===== src/design/scsa_pkg.sv =====
// Shared constants, types and helper functions of the size-class slab allocator.
`default_nettype none

package scsa_pkg;

    localparam int NUM_SLABS          = 16;
    localparam int SLAB_BYTES         = 65536;
    localparam int NUM_CLASSES        = 7;
    localparam int MIN_BLOCK_BYTES    = 32;
    localparam int SLAB_HEADER_BYTES  = 64;
    localparam int BLOCK_HEADER_BYTES = 16;

    localparam int ADDR_W = 20;
    localparam int SIZE_W = 16;
    localparam int ST_W   = 3;
    localparam int CLS_W  = 3;
    localparam int CNT_W  = 12;
    localparam int PTR_W  = 5;
    localparam int NEED_W = 18;

    localparam int SLAB_W          = (NUM_SLABS > 1) ? $clog2(NUM_SLABS) : 1;
    localparam int SLAB_SH         = $clog2(SLAB_BYTES);
    localparam int MIN_SH          = $clog2(MIN_BLOCK_BYTES);
    localparam int BLOCKS_PER_SLAB = SLAB_BYTES / MIN_BLOCK_BYTES;
    localparam int IDX_W           = $clog2(BLOCKS_PER_SLAB);
    localparam int MEM_DEPTH       = NUM_SLABS * BLOCKS_PER_SLAB;
    localparam int MEM_AW          = SLAB_W + IDX_W;
    localparam int NUM_LISTS       = NUM_CLASSES * 3;
    localparam int LIST_W          = (NUM_LISTS > 1) ? $clog2(NUM_LISTS) : 1;
    localparam int ROOM            = SLAB_BYTES - SLAB_HEADER_BYTES;

    localparam logic [PTR_W-1:0] PTR_NULL   = 5'd31;
    localparam logic [CNT_W-1:0] STACK_NULL = 12'hFFF;

    localparam logic [1:0] KIND_EMPTY   = 2'd0;
    localparam logic [1:0] KIND_PARTIAL = 2'd1;
    localparam logic [1:0] KIND_FULL    = 2'd2;

    localparam logic [ST_W-1:0] ST_OK          = 3'd0;
    localparam logic [ST_W-1:0] ST_NO_SLAB     = 3'd1;
    localparam logic [ST_W-1:0] ST_TOO_LARGE   = 3'd2;
    localparam logic [ST_W-1:0] ST_BAD_ADDR    = 3'd3;
    localparam logic [ST_W-1:0] ST_DOUBLE_FREE = 3'd4;

    localparam int CB_0 = MIN_BLOCK_BYTES << 0;
    localparam int CB_1 = MIN_BLOCK_BYTES << 1;
    localparam int CB_2 = MIN_BLOCK_BYTES << 2;
    localparam int CB_3 = MIN_BLOCK_BYTES << 3;
    localparam int CB_4 = MIN_BLOCK_BYTES << 4;
    localparam int CB_5 = MIN_BLOCK_BYTES << 5;
    localparam int CB_6 = MIN_BLOCK_BYTES << 6;
    localparam int CB_7 = MIN_BLOCK_BYTES << 7;

    localparam logic [CNT_W-1:0] TOT_0 = CNT_W'((CB_0 > ROOM) ? 0 : ROOM / CB_0);
    localparam logic [CNT_W-1:0] TOT_1 = CNT_W'((CB_1 > ROOM) ? 0 : ROOM / CB_1);
    localparam logic [CNT_W-1:0] TOT_2 = CNT_W'((CB_2 > ROOM) ? 0 : ROOM / CB_2);
    localparam logic [CNT_W-1:0] TOT_3 = CNT_W'((CB_3 > ROOM) ? 0 : ROOM / CB_3);
    localparam logic [CNT_W-1:0] TOT_4 = CNT_W'((CB_4 > ROOM) ? 0 : ROOM / CB_4);
    localparam logic [CNT_W-1:0] TOT_5 = CNT_W'((CB_5 > ROOM) ? 0 : ROOM / CB_5);
    localparam logic [CNT_W-1:0] TOT_6 = CNT_W'((CB_6 > ROOM) ? 0 : ROOM / CB_6);
    localparam logic [CNT_W-1:0] TOT_7 = CNT_W'((CB_7 > ROOM) ? 0 : ROOM / CB_7);

    typedef struct packed {
        logic            load;
        logic            fail;
        logic [ST_W-1:0] fail_code;
        logic            alloc_dec;
        logic            sel_alloc;
        logic            claim;
        logic            take_bump;
        logic            take_stack;
        logic            alloc_commit;
        logic            free_sel;
        logic            free_commit;
        logic            rmv;
        logic            app;
        logic            done;
    } cmd_t;

    typedef struct packed {
        logic is_free;
        logic too_large;
        logic no_room;
        logic has_slab;
        logic pool_full;
        logic bad_addr;
        logic slab_full;
        logic use_stack;
        logic dbl_free;
        logic move_pend;
    } stat_t;

    function automatic logic [NEED_W-1:0] class_bytes(input logic [CLS_W-1:0] c);
        class_bytes = NEED_W'(MIN_BLOCK_BYTES) << c;
    endfunction

    function automatic logic [CNT_W-1:0] class_tot(input logic [CLS_W-1:0] c);
        case (c)
            3'd0:    class_tot = TOT_0;
            3'd1:    class_tot = TOT_1;
            3'd2:    class_tot = TOT_2;
            3'd3:    class_tot = TOT_3;
            3'd4:    class_tot = TOT_4;
            3'd5:    class_tot = TOT_5;
            3'd6:    class_tot = TOT_6;
            default: class_tot = TOT_7;
        endcase
    endfunction

    function automatic logic [LIST_W-1:0] list_idx(input logic [CLS_W-1:0] c,
                                                   input logic [1:0] kind);
        list_idx = LIST_W'(c) * LIST_W'(3) + LIST_W'(kind);
    endfunction

endpackage

`default_nettype wire


===== src/design/scsa_ctrl.sv =====
// Controller: request sequencing state machine.
`default_nettype none

module scsa_ctrl
(
    input  wire logic             clk,
    input  wire logic             rst_n,
    input  wire logic             start,
    input  wire scsa_pkg::stat_t  stat,
    output logic                  busy,
    output scsa_pkg::cmd_t        cmd
);

    localparam logic [3:0] ST_IDLE = 4'd0;
    localparam logic [3:0] ST_DEC  = 4'd1;
    localparam logic [3:0] ST_ASEL = 4'd2;
    localparam logic [3:0] ST_CAPP = 4'd3;
    localparam logic [3:0] ST_CHK  = 4'd4;
    localparam logic [3:0] ST_APOP = 4'd5;
    localparam logic [3:0] ST_ACOM = 4'd6;
    localparam logic [3:0] ST_FRD  = 4'd7;
    localparam logic [3:0] ST_FCHK = 4'd8;
    localparam logic [3:0] ST_RMV  = 4'd9;
    localparam logic [3:0] ST_MAPP = 4'd10;
    localparam logic [3:0] ST_DONE = 4'd11;

    logic [3:0] state_reg;
    logic [3:0] state_next;

    always_comb
    begin
        cmd        = '0;
        state_next = state_reg;
        case (state_reg)
            ST_IDLE:
            begin
                if (start)
                begin
                    cmd.load   = 1'b1;
                    state_next = ST_DEC;
                end
            end
            ST_DEC:
            begin
                if (stat.is_free)
                begin
                    if (stat.bad_addr)
                    begin
                        cmd.fail      = 1'b1;
                        cmd.fail_code = scsa_pkg::ST_BAD_ADDR;
                        state_next    = ST_DONE;
                    end
                    else
                    begin
                        cmd.free_sel = 1'b1;
                        state_next   = ST_FRD;
                    end
                end
                else
                begin
                    cmd.alloc_dec = 1'b1;
                    if (stat.too_large)
                    begin
                        cmd.fail      = 1'b1;
                        cmd.fail_code = scsa_pkg::ST_TOO_LARGE;
                        state_next    = ST_DONE;
                    end
                    else
                        state_next = ST_ASEL;
                end
            end
            ST_ASEL:
            begin
                if (stat.no_room)
                begin
                    cmd.fail      = 1'b1;
                    cmd.fail_code = scsa_pkg::ST_NO_SLAB;
                    state_next    = ST_DONE;
                end
                else if (stat.has_slab)
                begin
                    cmd.sel_alloc = 1'b1;
                    state_next    = ST_CHK;
                end
                else if (stat.pool_full)
                begin
                    cmd.fail      = 1'b1;
                    cmd.fail_code = scsa_pkg::ST_NO_SLAB;
                    state_next    = ST_DONE;
                end
                else
                begin
                    cmd.claim  = 1'b1;
                    state_next = ST_CAPP;
                end
            end
            ST_CAPP:
            begin
                cmd.app    = 1'b1;
                state_next = ST_CHK;
            end
            ST_CHK:
            begin
                if (stat.slab_full)
                begin
                    cmd.fail      = 1'b1;
                    cmd.fail_code = scsa_pkg::ST_NO_SLAB;
                    state_next    = ST_DONE;
                end
                else if (stat.use_stack)
                    state_next = ST_APOP;
                else
                begin
                    cmd.take_bump = 1'b1;
                    state_next    = ST_ACOM;
                end
            end
            ST_APOP:
            begin
                cmd.take_stack = 1'b1;
                state_next     = ST_ACOM;
            end
            ST_ACOM:
            begin
                cmd.alloc_commit = 1'b1;
                state_next       = stat.move_pend ? ST_RMV : ST_DONE;
            end
            ST_FRD:
            begin
                state_next = ST_FCHK;
            end
            ST_FCHK:
            begin
                if (stat.dbl_free)
                begin
                    cmd.fail      = 1'b1;
                    cmd.fail_code = scsa_pkg::ST_DOUBLE_FREE;
                    state_next    = ST_DONE;
                end
                else
                begin
                    cmd.free_commit = 1'b1;
                    state_next      = stat.move_pend ? ST_RMV : ST_DONE;
                end
            end
            ST_RMV:
            begin
                cmd.rmv    = 1'b1;
                state_next = ST_MAPP;
            end
            ST_MAPP:
            begin
                cmd.app    = 1'b1;
                state_next = ST_DONE;
            end
            ST_DONE:
            begin
                cmd.done   = 1'b1;
                state_next = ST_IDLE;
            end
            default:
            begin
                state_next = ST_IDLE;
            end
        endcase
    end

    always_ff @(posedge clk or negedge rst_n)
    begin
        if (!rst_n)
            state_reg <= ST_IDLE;
        else
            state_reg <= state_next;
    end

    assign busy = state_reg != ST_IDLE;

`ifndef SYNTHESIS
    a_start_busy: assert property (@(posedge clk) disable iff (!rst_n)
        start && !busy |=> busy && state_reg == ST_DEC)
        else $error("accepted request did not start decode");
    a_done_idle: assert property (@(posedge clk) disable iff (!rst_n)
        cmd.done |=> !busy)
        else $error("controller not idle after result");
    a_one_update: assert property (@(posedge clk) disable iff (!rst_n)
        $onehot0({cmd.rmv, cmd.app, cmd.alloc_commit, cmd.free_commit, cmd.claim}))
        else $error("conflicting table updates");
    a_commit_move: assert property (@(posedge clk) disable iff (!rst_n)
        (cmd.alloc_commit || cmd.free_commit) && stat.move_pend |=> cmd.rmv)
        else $error("list move skipped after commit");
`endif

endmodule

`default_nettype wire


===== config.mk =====
export PLATFORM = sky130hd
export DESIGN_NAME = scsa_ctrl
export DESIGN_NICKNAME = d
export VERILOG_FILES = /design/src/design/scsa_pkg.sv /design/src/design/scsa_ctrl.sv
export SDC_FILE = /design/constraint.sdc
export NUM_CORES = 1
export LEC_CHECK = 0
export ABC_AREA = 0
export BUFFER_PORTS_ARGS = -buffer_cell sky130_fd_sc_hd__buf_4
export CORE_AREA = 2 2 39 41
export DETAILED_ROUTE_END_ITERATION = 6
export DIE_AREA = 0 0 41 43
export GPL_TIMING_DRIVEN = 0
export PLACE_DENSITY = 0.77
export SLEW_MARGIN = 15
export SYNTH_ARGS = -nofsm -noshare
export SYNTH_HDL_FRONTEND = slang
export SYNTH_SLANG_ARGS = --single-unit

===== constraint.sdc =====
create_clock -name clk -period 1.74 [get_ports clk]
set_clock_uncertainty 0.05 [all_clocks]
set_input_delay 0.348 -clock clk [delete_from_list [all_inputs] [get_ports clk]]
set_output_delay 0.348 -clock clk [all_outputs]
set_load 0.05 [all_outputs]

==> flow_metrics.tcl <==
set metrics [dict create \
    max_stage_delay_ps 470 \
    drtIter0Drc 70 \
    vdd_drop_max_v 0.00130 \
    power_mw 2.49 \
    cts-buffers-inserted 3 \
    post-route-drc-count 0 \
    final.period_utilization 1.16 \
    synthArstFlopShare 1.00 \
    outcome "finished, violations left" \
    hold_vio_cnt_final 0 \
    clock_tree_from_tritoncts "done" \
    routed-via-count 882 \
    die_width_um 41 \
    worstPathCellList "buf_8 > nor4b_4 > o211ai_1 > nand3_2 > buf_8" \
    hold_path.class "input port to asynchronous set/reset pin" \
    ys_ff_latch 4 \
    cts_num_sinks 4 \
    detail_route_antenna_nets 0 \
    final_nets 136 \
    htreeDepth 1 \
    critical_path.top_delay_family "flip-flops" \
    synthesis.nets 82 \
    detailed_place_hpwl_um 1350 \
    floorplan.die_area_um2 1760 \
    grt.overflow.total 0 \
    synth_top_cell_by_area "dfrtp_1" \
    top_cell_type_s_share_of_synthesized_area 0.185 \
    critPathMostFrequentCell "buf_8" \
    numPortBuffers 29 \
    drt_wl_total_um 2990 \
    cts.path.max_buffers 2 \
    grt_pass1_wl_um 3650 \
    drtPass1Iterations 4 \
    first_global_vias 829 \
    flow.area_growth_from_synthesis_pct 132 \
    layout-drive-gt1-share 0.702 \
    instances_no_fill 137 \
    synth_top_flop_cell "dfrtp_1" \
    max_slew.worst_pin.slew_ps 367 \
    boundaryPins 30 \
    floorplan.initialDensity 0.391 \
    reg_to_reg_critical_path_startpoint "state_reg[3]$_DFFE_PN0P_" \
    violations_in_the_final_reports "negative setup slack" \
    avgSynthCellArea_um2 7.83 \
    post-route-min-period_ps 2020 \
    rsz0062_at_grt "yes" \
    antenna_cells 0 \
    biggest_area_contributors_in_the_synthesized_netlist "dfrtp_1, nor4b_2, nand2b_1, nor3b_1, buf_6" \
    clock.fmax_ghz 0.496 \
    yosys_synthesis_warning_count 0 \
    floorplan.core_area_um2 1380 \
    worst_setup_path_category "flop to output pin" \
    critical-path-slowest-cell "dfrtp_2" \
    synthesis.area_um2 541 \
    drv_slew 0 \
    critical_path.n_buffers_inverters 2 \
    relSlewSlack 0.755 \
    synth_sequential_area_ratio 0.185 \
    layout.core_utilization 0.907 \
    finalSetupViolCount 16 \
    grt_antenna_before_repair 0 \
    clkLatencyLatePin_ps 230 \
    power.density_cell_area_nw_per_um2 1980 \
    crit_required_ps 1340 \
    route.detailed.vias_per_inst 6.44 \
    worst_setup_hold_path_clk_slew_ps 40 \
    placementRows 14 \
    postLayoutSetupSlackWorst_ps -277 \
    critPathArrivalTime_ps 1620 \
    pre_cts_slack_ps -182 \
    die-height_um 43 \
    largest_reg_flops 4 \
    post_synth_edffs 0 \
    start_kind "flop" \
    critPathCaptureType "output pin" \
    leakagePower_nw 0.563 \
    place_congestion 0.756 \
    placed_cells 114 \
    clk_root_buffer_cell "clkbuf_4" \
    worstSetupStartpoint "state_reg[3]$_DFFE_PN0P_" \
    grt_max_degree 11 \
    grt_use_total 0.306 \
    path_max_fanout 4 \
    netlist-cell-type-count 35 \
    synthCells 69 \
    drt-wirelength-per-cell_um 21.9 \
    drv.max_cap_violation_count 0 \
]
==> power breakdown <==
group / internal [mW] / leakage (nW) / switching [mW]
sequential: 0.146 / 0.0457 / 0.105
combinational: 0.999 / 0.504 / 1.13
clock: 0.0771 / 0.0138 / 0.0363
total: 1.22 / 0.563 / 1.27
==> cells by family after synthesis <==
| family | after synthesis | share of synthesized area |
|---|---|---|
| and+or+nand+nor | 42 | 0.516 |
| AOI/OAI and AO/OA | 13 | 0.185 |
| buffers and inverters | 9 | 0.0972 |
| DFF | 4 | 0.185 |
| xor gates and xnor gates | 1 | 0.0162 |
==> through the flow <==
step / cell area [um^2] / hold WS [ps] / TNS (ps)
after floorplan: 601 / 2.41 / -678
after global placement: 838 / 93.0 / -391
after detailed placement: 838 / 99.3 / -469
final: 1250 / 442 / -2800
after global routing: 1250 / 433 / -3490
after CTS: 1140 / 402 / -1870
==> repair_timing <==
item                       CTS  global route
gates cloned                 0             3
gates resized for setup     43            11
pin swaps                   12             9
setup buffers               12             4
hold buffers                 1             0
setup endpoints to repair   17            17
hold endpoints to repair     4             0
==> cell usage after synthesis (2+ instances only) <==
cell and instances:
a21oi_1 2, and3_1 2, buf_2 3, buf_6 2
dfrtp_1 4, inv_1 4, nand2_1 5, nand2b_1 6
nand3_1 4, nand3b_1 2, nor2_1 4, nor2b_1 3
nor3b_1 4, nor4b_2 3
==> area by class of cell <==
type | count | area (um^2)
Buffer | 5 | 63.8
Clock buffer | 3 | 22.5
Fill cell | 60 | 129
Inverter | 4 | 17.5
Multi-Input combinational cell | 56 | 539
Sequential cell | 4 | 104
Tap cell | 16 | 20.0
Timing Repair Buffer | 49 | 488
==> metal layers <==
| layer | GRT usage | vias to the layer above | routed length, um |
|---|---|---|---|
| li1 | - | 367 | - |
| met1 | 0.317 | 425 | 1020 |
| met2 | 0.500 | 74 | 1570 |
| met3 | 0.0785 | 16 | 284 |
| met4 | 0.207 | 0 | 114 |
| met5 | 0 | - | 0 |
==> worst paths after layout <==
check / to / slack [ps] / depth (start not counted)
worst min register to register: state_reg[1]$_DFFE_PN0P_ / 800 / 3
worst min-delay path: state_reg[0]$_DFFE_PN0P_ / 440 / 2
min in group clk: state_reg[0]$_DFFE_PN0P_ / 500 / 3
worst max-delay path: cmd[14] / -280 / 5
max in group asynchronous: state_reg[2]$_DFFE_PN0P_ / 1080 / 2
worst max register to register: state_reg[1]$_DFFE_PN0P_ / 40 / 6
==> placed cells by master, fill, tap and decap left out, drive strengths merged, types with 2 or more instances in the layout <==
cell / synthesis / layout
o21ai: 2 / 2
nand2b: 6 / 6
nand2: 5 / 5
nor2b: 3 / 3
a21oi: 2 / 2
dfrtp: 4 / 4
buf: 5 / 52
inv: 4 / 4
nor4b: 4 / 4
nand3b: 2 / 2
nand3: 4 / 4
nor2: 5 / 5
and3: 2 / 2
clkbuf: 0 / 4
nor3b: 4 / 4
(Power assumes the default switching activity.)
